**src/design/kdlp_pkg.sv**
```systemverilog
// kdlp_pkg: shared types, key positions and sizes for the keypad debouncer
// with long-press detection; no dependencies, imported by every design file
package kdlp_pkg;

  localparam int BUF_DEPTH  = 16;
  localparam int FILL_W     = $clog2(BUF_DEPTH);
  localparam int NUM_DIGITS = 10;
  localparam int KEY_ENTER  = 10;
  localparam int KEY_CANCEL = 11;

  localparam logic [15:0] LONG_PRESS_RESET = 16'd100;
  localparam logic [15:0] HOLD_MAX         = 16'hFFFF;

  typedef enum logic [1:0] {
    FUNC_TICK       = 2'd0,
    FUNC_CLR_ENTER  = 2'd1,
    FUNC_CLR_CANCEL = 2'd2,
    FUNC_CLR_DIGITS = 2'd3
  } func_t;

  typedef struct packed {
    func_t       func;
    logic [15:0] key_status;
    logic [3:0]  read_index;
  } in_item_t;

  typedef struct packed {
    logic       entered;
    logic       entered_long;
    logic       cancelled;
    logic       cancelled_long;
    logic [3:0] digit_count;
    logic [3:0] read_digit;
    logic       digit_added;
  } out_item_t;

  typedef struct packed {
    logic       found;
    logic [3:0] digit;
  } digit_hit_t;

  // lowest newly pressed digit key
  function automatic digit_hit_t find_digit(input logic [NUM_DIGITS-1:0] rising);
    digit_hit_t hit;
    hit.found = 1'b0;
    hit.digit = '0;
    for (int k = NUM_DIGITS - 1; k >= 0; k--) begin
      if (rising[k]) begin
        hit.found = 1'b1;
        hit.digit = 4'(k);
      end
    end
    return hit;
  endfunction

  // saturating hold counter, cleared on release
  function automatic logic [15:0] hold_update(input logic [15:0] count, input logic held);
    logic [15:0] nxt;
    if (!held) begin
      nxt = '0;
    end else if (count == HOLD_MAX) begin
      nxt = count;
    end else begin
      nxt = count + 16'd1;
    end
    return nxt;
  endfunction

endpackage

```
**src/design/kdlp_core.sv**
```systemverilog
// kdlp_core: debounce state, hold counters, press flags and digit buffer;
// builds the result of the item being transferred in. depends on kdlp_pkg
module kdlp_core
  import kdlp_pkg::*;
(
  input  logic      clk,
  input  logic      rst,
  input  logic      cfg_wr_en,
  input  logic [15:0] cfg_wr_data,
  input  logic      in_fire,
  input  in_item_t  in_item,
  output out_item_t res
);

  logic [15:0] long_press_ticks;
  logic [15:0] last_sample;
  logic [15:0] stable_prev;
  logic [15:0] enter_hold_count;
  logic [15:0] cancel_hold_count;
  logic        enter_flag;
  logic        enter_long;
  logic        cancel_flag;
  logic        cancel_long;
  logic [FILL_W-1:0]    digit_fill;
  logic [BUF_DEPTH-1:0] digit_vld;
  logic [3:0]           digit_mem [BUF_DEPTH];

  logic [15:0] enter_hold_next;
  logic [15:0] cancel_hold_next;
  logic        enter_flag_next;
  logic        enter_long_next;
  logic        cancel_flag_next;
  logic        cancel_long_next;
  logic [FILL_W-1:0] digit_fill_next;
  logic        stable_tick;
  logic [15:0] rising;
  digit_hit_t  hit;
  logic        add_digit;
  logic        clr_digits;
  logic [31:0] ridx_wide;
  logic [31:0] fill_wide;
  logic [FILL_W-1:0] rd_slot;
  logic        rd_in_range;
  logic [3:0]  rd_data;

  always_comb begin
    stable_tick      = (in_item.func == FUNC_TICK) && (in_item.key_status == last_sample);
    rising           = in_item.key_status & ~stable_prev;
    hit              = find_digit(rising[NUM_DIGITS-1:0]);
    add_digit        = stable_tick && hit.found;
    clr_digits       = (in_item.func == FUNC_CLR_DIGITS);

    enter_hold_next  = enter_hold_count;
    cancel_hold_next = cancel_hold_count;
    enter_flag_next  = enter_flag;
    enter_long_next  = enter_long;
    cancel_flag_next = cancel_flag;
    cancel_long_next = cancel_long;
    digit_fill_next  = digit_fill;

    unique case (in_item.func)
      FUNC_TICK: begin
        if (stable_tick) begin
          enter_hold_next  = hold_update(enter_hold_count, in_item.key_status[KEY_ENTER]);
          cancel_hold_next = hold_update(cancel_hold_count, in_item.key_status[KEY_CANCEL]);
          enter_flag_next  = rising[KEY_ENTER];
          cancel_flag_next = rising[KEY_CANCEL];
          enter_long_next  = enter_long || (enter_hold_next > long_press_ticks);
          cancel_long_next = cancel_long || (cancel_hold_next > long_press_ticks);
        end
      end
      FUNC_CLR_ENTER: begin
        enter_flag_next = 1'b0;
        enter_long_next = 1'b0;
      end
      FUNC_CLR_CANCEL: begin
        cancel_flag_next = 1'b0;
        cancel_long_next = 1'b0;
      end
      FUNC_CLR_DIGITS: begin
        digit_fill_next = '0;
      end
      default: begin
      end
    endcase

    if (add_digit) begin
      digit_fill_next = (32'(digit_fill) == BUF_DEPTH - 1) ? '0 : digit_fill + 1'b1;
    end

    // read sees this item's own write or clear
    ridx_wide   = 32'(in_item.read_index);
    rd_slot     = ridx_wide[FILL_W-1:0];
    rd_in_range = ridx_wide < BUF_DEPTH;
    if (!rd_in_range || clr_digits) begin
      rd_data = '0;
    end else if (add_digit && rd_slot == digit_fill) begin
      rd_data = hit.digit;
    end else if (digit_vld[rd_slot]) begin
      rd_data = digit_mem[rd_slot];
    end else begin
      rd_data = '0;
    end

    fill_wide          = 32'(digit_fill_next);
    res.entered        = enter_flag_next;
    res.entered_long   = enter_long_next;
    res.cancelled      = cancel_flag_next;
    res.cancelled_long = cancel_long_next;
    res.digit_count    = fill_wide[3:0];
    res.read_digit     = rd_data;
    res.digit_added    = add_digit;
  end

  always_ff @(posedge clk) begin
    if (rst) begin
      long_press_ticks  <= LONG_PRESS_RESET;
      last_sample       <= '0;
      stable_prev       <= '0;
      enter_hold_count  <= '0;
      cancel_hold_count <= '0;
      enter_flag        <= 1'b0;
      enter_long        <= 1'b0;
      cancel_flag       <= 1'b0;
      cancel_long       <= 1'b0;
      digit_fill        <= '0;
      digit_vld         <= '0;
    end else begin
      if (cfg_wr_en) begin
        long_press_ticks <= cfg_wr_data;
      end
      if (in_fire) begin
        if (in_item.func == FUNC_TICK) begin
          last_sample <= in_item.key_status;
        end
        if (stable_tick) begin
          stable_prev <= in_item.key_status;
        end
        enter_hold_count  <= enter_hold_next;
        cancel_hold_count <= cancel_hold_next;
        enter_flag        <= enter_flag_next;
        enter_long        <= enter_long_next;
        cancel_flag       <= cancel_flag_next;
        cancel_long       <= cancel_long_next;
        digit_fill        <= digit_fill_next;
        if (clr_digits) begin
          digit_vld <= '0;
        end else if (add_digit) begin
          digit_vld[digit_fill] <= 1'b1;
        end
      end
    end
  end

  // slot data needs no reset, the valid bits cover it
  always_ff @(posedge clk) begin
    if (in_fire && add_digit) begin
      digit_mem[digit_fill] <= hit.digit;
    end
  end

`ifndef ASSERT_OFF
  a_clr_enter: assert property (@(posedge clk) disable iff (rst)
    in_fire && in_item.func == FUNC_CLR_ENTER |=> !enter_flag && !enter_long)
    else $error("enter flags survived a clear");

  a_clr_digits: assert property (@(posedge clk) disable iff (rst)
    in_fire && in_item.func == FUNC_CLR_DIGITS |=> digit_fill == '0 && digit_vld == '0)
    else $error("digit buffer not emptied by clear");

  a_add_marks: assert property (@(posedge clk) disable iff (rst)
    in_fire && res.digit_added |=> digit_vld != '0 && !$stable(digit_fill))
    else $error("appended digit not recorded");
`endif

endmodule

```
**src/design/kdlp_out_buf.sv**
```systemverilog
// kdlp_out_buf: result register plus one skid entry so a new item is
// transferred in while a finished result waits. depends on kdlp_pkg
module kdlp_out_buf
  import kdlp_pkg::*;
(
  input  logic      clk,
  input  logic      rst,
  input  logic      push,
  input  out_item_t push_data,
  output logic      full,
  output logic      out_valid,
  input  logic      out_stall,
  output out_item_t out_data
);

  logic      skid_valid;
  out_item_t skid_data;
  logic      pop;

  assign pop  = out_valid && !out_stall;
  assign full = skid_valid;

  always_ff @(posedge clk) begin
    if (rst) begin
      out_valid  <= 1'b0;
      skid_valid <= 1'b0;
    end else begin
      if (!out_valid || pop) begin
        if (skid_valid) begin
          out_valid  <= 1'b1;
          skid_valid <= push;
        end else begin
          out_valid <= push;
        end
      end else if (push) begin
        skid_valid <= 1'b1;
      end
    end
  end

  always_ff @(posedge clk) begin
    if (!out_valid || pop) begin
      if (skid_valid) begin
        out_data <= skid_data;
        if (push) begin
          skid_data <= push_data;
        end
      end else if (push) begin
        out_data <= push_data;
      end
    end else if (push) begin
      skid_data <= push_data;
    end
  end

`ifndef ASSERT_OFF
  a_skid_behind_head: assert property (@(posedge clk) disable iff (rst)
    skid_valid |-> out_valid)
    else $error("skid entry held with empty head");

  a_no_overflow: assert property (@(posedge clk) disable iff (rst)
    push |-> !skid_valid)
    else $error("push into a full buffer");

  a_park_in_skid: assert property (@(posedge clk) disable iff (rst)
    push && out_valid && out_stall |=> skid_valid && out_valid)
    else $error("result lost while head stalled");
`endif

endmodule

```
**src/design/keypad_debounce_long_press.sv**
```systemverilog
// keypad_debounce_long_press: top level, joins the debounce core and the
// output buffer. depends on kdlp_pkg, kdlp_core, kdlp_out_buf
//
// Each transfer in produces exactly one result; a new item is taken every
// cycle while in_stall is low. The result sits in an output register backed
// by one skid entry; in_stall rises only while both are occupied, so a
// stalled consumer costs one extra item of slack before the input stalls.
// Results show the state after the item, including its own digit append
// or clear. long_press_ticks is written through cfg_wr_en / cfg_wr_data
// and resets to 100; the 16-slot digit buffer is empty after reset.
module keypad_debounce_long_press
  import kdlp_pkg::*;
(
  input  logic        clk,
  input  logic        rst,
  input  logic        cfg_wr_en,
  input  logic [15:0] cfg_wr_data,
  input  logic        in_valid,
  output logic        in_stall,
  input  in_item_t    in_data,
  output logic        out_valid,
  input  logic        out_stall,
  output out_item_t   out_data
);

  logic      in_fire;
  logic      buf_full;
  out_item_t res;

  assign in_stall = buf_full;
  assign in_fire  = in_valid && !buf_full;

  kdlp_core u_core (
    .clk         (clk),
    .rst         (rst),
    .cfg_wr_en   (cfg_wr_en),
    .cfg_wr_data (cfg_wr_data),
    .in_fire     (in_fire),
    .in_item     (in_data),
    .res         (res)
  );

  kdlp_out_buf u_out_buf (
    .clk       (clk),
    .rst       (rst),
    .push      (in_fire),
    .push_data (res),
    .full      (buf_full),
    .out_valid (out_valid),
    .out_stall (out_stall),
    .out_data  (out_data)
  );

endmodule

```
**config.mk**
```make
export PLATFORM = sky130hd
export DESIGN_NAME = keypad_debounce_long_press
export DESIGN_NICKNAME = d
export VERILOG_FILES = /design/src/design/kdlp_pkg.sv /design/src/design/kdlp_core.sv /design/src/design/kdlp_out_buf.sv /design/src/design/keypad_debounce_long_press.sv
export SDC_FILE = /design/constraint.sdc
export NUM_CORES = 1
export LEC_CHECK = 0
export BUFFER_PORTS_ARGS = -buffer_cell sky130_fd_sc_hd__buf_4
export CAP_MARGIN = 20
export CORE_MARGIN = 2
export CORE_UTILIZATION = 60
export DETAILED_ROUTE_END_ITERATION = 8
export HOLD_SLACK_MARGIN = 0.02
export PLACE_DENSITY = 0.81
export SLEW_MARGIN = 20
export SYNTH_ARGS = -nofsm -noshare
export SYNTH_HDL_FRONTEND = slang
export SYNTH_SLANG_ARGS = --single-unit
```
**constraint.sdc**
```tcl
create_clock -name clk -period 3.5 [get_ports clk]
set_input_delay 0.525 -clock clk [delete_from_list [all_inputs] [get_ports clk]]
set_output_delay 0.525 -clock clk [all_outputs]
set_load 0.05 [all_outputs]
```
# Word level (Yosys, flattened, before mapping)
# Memories as Yosys holds them, arrays and structs flattened.
# Cells that the tools add are included.
[word_totals]
ram_bits = 64
regBits = 128
memories = 1
[op_classes]
muxes = 49
n_lt_le_gt_ge = 5
bitwise_logic = 3
n_reduce_logical = 22
n_addsub = 3
n_eq_ne = 9
[memory_table]
columns = ["name", "depth", "word_bits", "read_ports", "rd_ports_with_merged_regs", "wr", "line_no", "source"]
rows = [
  ["u_core.digit_mem", 16, 4, 1, 0, 1, "kdlp_core.sv:26", "logic [3:0] digit_mem [BUF_DEPTH];"],
]
[op_table]
columns = ["operator", "count"]
rows = [
  ["two-way mux 16 bit", 10],
  ["two-way mux 13 bit", 5],
  ["two-way mux 5 bit", 10],
  ["adder 16 x 1 -> 16 bit (second input constant)", 2],
  ["equality test 16 bit (second input constant)", 2],
  ["greater-than comparator 16 bit", 2],
  ["two-way mux 4 bit", 6],
  ["equality test 16 bit", 1],
  ["bitwise OR 16 bit", 1],
  ["AND 12 bit", 1],
  ["two-way mux 1 bit", 12],
  ["NOT 12 bit", 1],
  ["< comparator 4 x 5 -> 1 bit (second input constant)", 2],
  ["case mux 1 bit (2 select lines)", 4],
  ["AND reduction 2 bit", 4],
  ["logical AND 1 bit", 7],
  ["nonzero test 2 bit", 3],
  ["adder 4 x 1 -> 4 bit (second input constant)", 1],
  ["binary-select mux 1 bit (select 4 bit)", 1],
  ["demux 1 bit (select 4 bit)", 1],
  ["equality test 2 bit (second input constant)", 2],
  ["equality test 4 bit", 1],
  ["equality test 4 bit (second input constant)", 1],
  [">= comparator 4 x 1 -> 1 bit (second input constant)", 1],
  ["other kinds (6)", 10],
]

# Longest topological paths before layout
[depth]
depth_word = 19
mapped_depth = 15

# By module
# From an unflattened synthesis, not the netlist that was laid out.
[unflattened]
hier_cells = 967
hier_area_um2 = 9748.1
[modules_own_cells]
columns = ["mod", "cells_each", "n_inst", "area_each_um2"]
rows = [
  ["kdlp_core", 914, 1, 8668.3],
  ["kdlp_out_buf", 52, 1, 1066.0],
  ["keypad_debounce_long_press", 1, 1, 13.8],
]

# Worst setup path before layout
# No wires, ideal clock.
[synth_path]
path_type = "reg2reg"
startpoint = "register u_core.enter_hold_count[0]"
endpoint = "register u_out_buf.out_data[11] (netlist name)"
path_slack_ns = 0.468
arrival_ns = 2.880
stages_incl_launch_ff = 16
required_ns = 3.348
path_cell_list = "dfxtp_1 > ha_1 > nand2_1 > nor3_1 > and2_0 > clkbuf_1 > nor3_1 > xnor2_1 > nor2_1 > ha_1 > a21oi_1 > o21a_1 > o21ai_0 > a211oi_1 > or3_4 > a31oi_1"
[synth_via]
elab_chain_cells = 11
[synth_lines]
columns = ["item", "line_no", "source"]
rows = [
  ["start, declared", "kdlp_core.sv:18", "logic [15:0] enter_hold_count;"],
  ["start signal, assigned", "kdlp_core.sv:139", "enter_hold_count <= enter_hold_next;"],
  ["adder 16 x 1 -> 16 bit / equality test 16 bit (equally long branches)", "kdlp_pkg.sv:64, kdlp_pkg.sv:61", ""],
  ["two-way mux 16 bit *", "kdlp_pkg.sv:61", "end else if (count == HOLD_MAX) begin"],
  ["two-way mux 16 bit *", "kdlp_pkg.sv:59", "if (!held) begin"],
  ["two-way mux 16 bit *", "kdlp_core.sv:63", "if (stable_tick) begin"],
  ["two-way mux 16 bit *", "kdlp_core.sv:61", "unique case (in_item.func)"],
  ["greater-than comparator 16 bit *", "kdlp_core.sv:68", "enter_long_next = enter_long || (enter_hold_next > long_press_ticks);"],
  ["logical OR 1 bit *", "kdlp_core.sv:68", ""],
  ["two-way mux 1 bit *", "kdlp_core.sv:63", ""],
  ["case mux 1 bit (2 select lines) *", "kdlp_core.sv:61", ""],
  ["two-way mux 13 bit *", "kdlp_out_buf.sv:48", "end else if (push) begin"],
  ["two-way mux 13 bit *", "kdlp_out_buf.sv:43", "if (skid_valid) begin"],
]
# Mark *: on every way between the ends. The rest lies on a longest branch, timed or not. The select of a mux whose other input is x is not followed.
# A chain may end at the register's enable or synchronous reset.

# Final worst setup path
[layout_path]
startpoint = "register u_core.cancel_hold_count[6]"
endpoint = "register u_out_buf.out_data[9] (netlist name)"
[layout_via]
elab_chain_cells = 11
[layout_lines]
columns = ["item", "line_no", "source"]
rows = [
  ["start, declared", "kdlp_core.sv:19", "logic [15:0] cancel_hold_count;"],
  ["start signal, assigned", "kdlp_core.sv:140", "cancel_hold_count <= cancel_hold_next;"],
  ["adder 16 x 1 -> 16 bit / equality test 16 bit (equally long branches)", "kdlp_pkg.sv:64, kdlp_pkg.sv:61", ""],
  ["two-way mux 16 bit *", "kdlp_pkg.sv:61", ""],
  ["two-way mux 16 bit *", "kdlp_pkg.sv:59", ""],
  ["two-way mux 16 bit *", "kdlp_core.sv:63", ""],
  ["two-way mux 16 bit *", "kdlp_core.sv:61", ""],
  ["greater-than comparator 16 bit *", "kdlp_core.sv:69", "cancel_long_next = cancel_long || (cancel_hold_next > long_press_ticks);"],
  ["logical OR 1 bit *", "kdlp_core.sv:69", ""],
  ["two-way mux 1 bit *", "kdlp_core.sv:63", ""],
  ["case mux 1 bit (2 select lines) *", "kdlp_core.sv:61", ""],
  ["two-way mux 13 bit *", "kdlp_out_buf.sv:48", ""],
  ["two-way mux 13 bit *", "kdlp_out_buf.sv:43", ""],
]
# Marks and branches as above.

==> run_results.csv <==
group,metric,value,unit
drt,routedWlPerCell,18.5,um
placement,gp_congestion,0.963,
critical_path,rrSetupSlack,0.23,ns
layout,areaGrowthSynthToFinish,12.5,%
yosys,synth_top_area_frac,0.269,
placement,io_buffers,57,
yosys,syn-instance-count,1020,
critical_path,crit_path_start,"u_core.cancel_hold_count[6]",
floorplanning,pin_count,58,
power,peakVddDrop,0.353,mV
cts,post_cts_buffers,0,
critical_path,r2r_end,"u_out_buf.out_data[9]",
worst_hold_path,hp-class,"primary input to flop",
critical_path,required,3.69,ns
timing,hold_ws,0.314,ns
cts,ctsHoldBuffers,0,
cts,cts_tree,"built",
floorplanning,core_area,16500,um^2
floorplanning,die_w,134,um
critical_path,ff2ff_path_depth,13,
power,p_sw,0.00117,W
timing,fmax,0.306,GHz
drt,dr.pass1.iters,5,
timing,worst_pin_slew,0.994,ns
timing,finalHoldViolations,0,
yosys,yosysSeqAreaShare,0.472,
global_routing,overflow,0,
cts,cts_buffer_depth,2,
cts,clkSinkCount,192,
cts,clock-root-buffer,"clkbuf_16",
global_routing,grt_pass1_vias,7714,
global_routing,grt_pass1_wl,38900,um
drt,num_vias,8089,
yosys,syn_nets,1101,
timing,fin_crit_sh,0.935,
critical_path,worstSetupEndpointType,"flop",
yosys,synth.distinct_cells,69,
timing,rsz0062_at_grt,"no",
yosys,synthTopCellsByArea,"edfxtp_1 (27%), dfxtp_1 (20%), ha_1 (4.7%)",
power,clkPwrFrac,0.396,
floorplanning,fp.dieArea,17800,um^2
floorplanning,start_util,0.611,
worst_hold_path,whs_endpoint,"u_core.long_press_ticks[2]",
status,status,"finished, final reports clean",
power,leakage,4.07,nW
critical_path,critPathKind,"flop to flop",
layout,nNetsFinal,1147,
yosys,synth.avg_cell_area,9.86,um^2
yosys,synth_warnings,0,
power,p_int,0.00344,W
cts,cts_resized,0,
power,p_sw_frac,0.253,
timing,post-route-min-period,3.27,ns
timing,fin_setup_tns,0,ns
global_routing,grtUsageTotal,0.275,
drt,drc,0,
critical_path,crit_fanout,7,
layout,final_layout_size_suffix_gt1_frac,0.153,
cts,clk_pin_slew,0.07,ns
drt,routed_wl,24000,um
yosys,syn_area,10100,um^2
timing,drv_slew,0,
floorplanning,die_y,134,um
drt,post_drt_via_cell_ratio,6.23,
critical_path,timing.rr.start,"u_core.cancel_hold_count[6]",
drt,drtIter0Drc,600,
yosys,synth_edf_count,90,
power,p_per_area,407,nW/um^2
worst_hold_path,hold_depth,3,
cts,cts_buffers,17,
critical_path,cp_data_arrival_time,3.46,ns
yosys,yosys.area.top_type,"edfxtp_1",
timing,setup_viol,0,
yosys,synthArstFlopShare,0,
worst_hold_path,min_from,"cfg_wr_data[2]",
timing,relSlewSlack,0.334,
timing,skew,0.00811,ns
global_routing,grt_max_degree,88,
cts,htreeDepth,4,
drt,antenna_left,0,
power,power.share.combinational,0.085,
power,sequentialPowerShare,0.519,
placement,place_hpwl,16900,um
critical_path,crit_path_start_kind,"flop",
layout,n_antenna_cell,0,
yosys,synth_ff_type,"dfxtp_1",
job,maxCapViolations,0,
global_routing,antenna_found_initial,0,
floorplanning,row_count,47,
yosys,ys_ff_latch,192,
cts,clock_latency,0.44,ns
## final cells by class
type                            instances  area (um^2)
Clock buffer                           17          425
Clock inverter                         15          120
Fill cell                            1262         5140
Inverter                               35          131
Multi-Input combinational cell        739         5020
Sequential cell                       192         4740
Tap cell                              220          275
Timing Repair Buffer                   81          608
## power groups by stage
stage                     logic [W]  clock network [W]  registers, W
after global routing       0.000425            0.00193       0.00239
after detailed placement   0.000384                  0       0.00244
final                      0.000390            0.00183       0.00239
after floorplan            0.000210                  0       0.00247
after global placement     0.000376                  0       0.00244
after CTS                  0.000388            0.00184       0.00239
## flip-flops by register name, indices dropped and copies added, names as in the netlist, 12 cells and up
register and count:
u_core.enter_hold_count 16, u_out_buf.skid_data 13, u_core.stable_prev 12, u_core.cancel_hold_count 16, u_core.last_sample 16, u_core.digit_vld 16, u_out_buf.out_data 13, u_core.digit_mem 64
u_core.long_press_ticks 16
## cells by family (layout without fill, tap and decap cells)
family | count (synthesis) | in the layout | share of synthesized area
simple gates | 421 | 421 | 0.211
compound gates | 193 | 193 | 0.126
flops | 192 | 192 | 0.472
buf+inv | 89 | 148 | 0.0358
mux | 64 | 64 | 0.0888
fa+ha+maj | 38 | 38 | 0.0473
xor+xnor | 23 | 23 | 0.0200
## synth_stat cells (9+ instances only)
cell      count
a21oi_1      48
a31oi_1      16
a32oi_1       9
and3_1       15
and4_1       13
clkbuf_1     36
dfxtp_1     102
edfxtp_1     90
ha_1         38
inv_1        34
mux2i_1      42
mux4_2       20
nand2_1     111
nand2b_1     32
nand3_1      52
nand4_1      27
nor2_1       93
nor2b_1      14
nor3_1       16
nor4_1       14
o21ai_0      49
xnor2_1      20
## metal layers
metal	global-route usage	routed length, um	up-vias
li1	-	-	3876
met1	0.356	10100	3886
met2	0.467	12000	274
met3	0.0498	1370	53
met4	0.0981	524	0
met5	0	0	-
## worst max path at each step
stage	cells past startpoint	slack, ns	to
finish	13	0.23	u_out_buf.out_data[9]
global route	12	0.02	u_out_buf.out_data[9]
CTS	13	0.20	u_out_buf.out_data[9]
detailed placement	11	0.25	u_out_buf.out_data[11]
global placement	13	0.39	u_out_buf.out_data[11]
floorplan	15	0.47	u_out_buf.out_data[11]
## through the flow
step	instances	worst slack, ns	util	power (W)	instance area, um^2
after floorplan	1020	0.468	-	0.00268	10100
after global placement	1267	0.389	0.653	0.00281	10700
after detailed placement	1267	0.246	0.653	0.00282	10800
after CTS	1299	0.198	0.686	0.00461	11300
after global routing	1299	0.0184	0.688	0.00474	11300
final	1299	0.227	0.688	0.00460	11300
## cell usage in the layout (no fill, tap or decap), types with 38 or more instances in the layout
master,synthesis,layout
nand2_1,111,111
buf_4,2,81
dfxtp_1,102,102
nor2_1,93,91
nand3_1,52,51
o21ai_0,49,49
edfxtp_1,90,90
ha_1,38,38
mux2i_1,42,42
a21oi_1,48,48
## critical path, stage by stage (launching register included)
cell      delay [ns]
dfxtp_1         0.45
nand4_1         0.20
nor2_1          0.44
nand3_2         0.27
nand4_1         0.24
xnor2_1         0.14
nor2_1          0.06
ha_1            0.23
a21o_1          0.16
a211oi_1        0.28
nand3_1         0.12
nand4_1         0.14
a211oi_2        0.10
o22a_1          0.20
No activity file was read; power rests on OpenSTA's default activity.
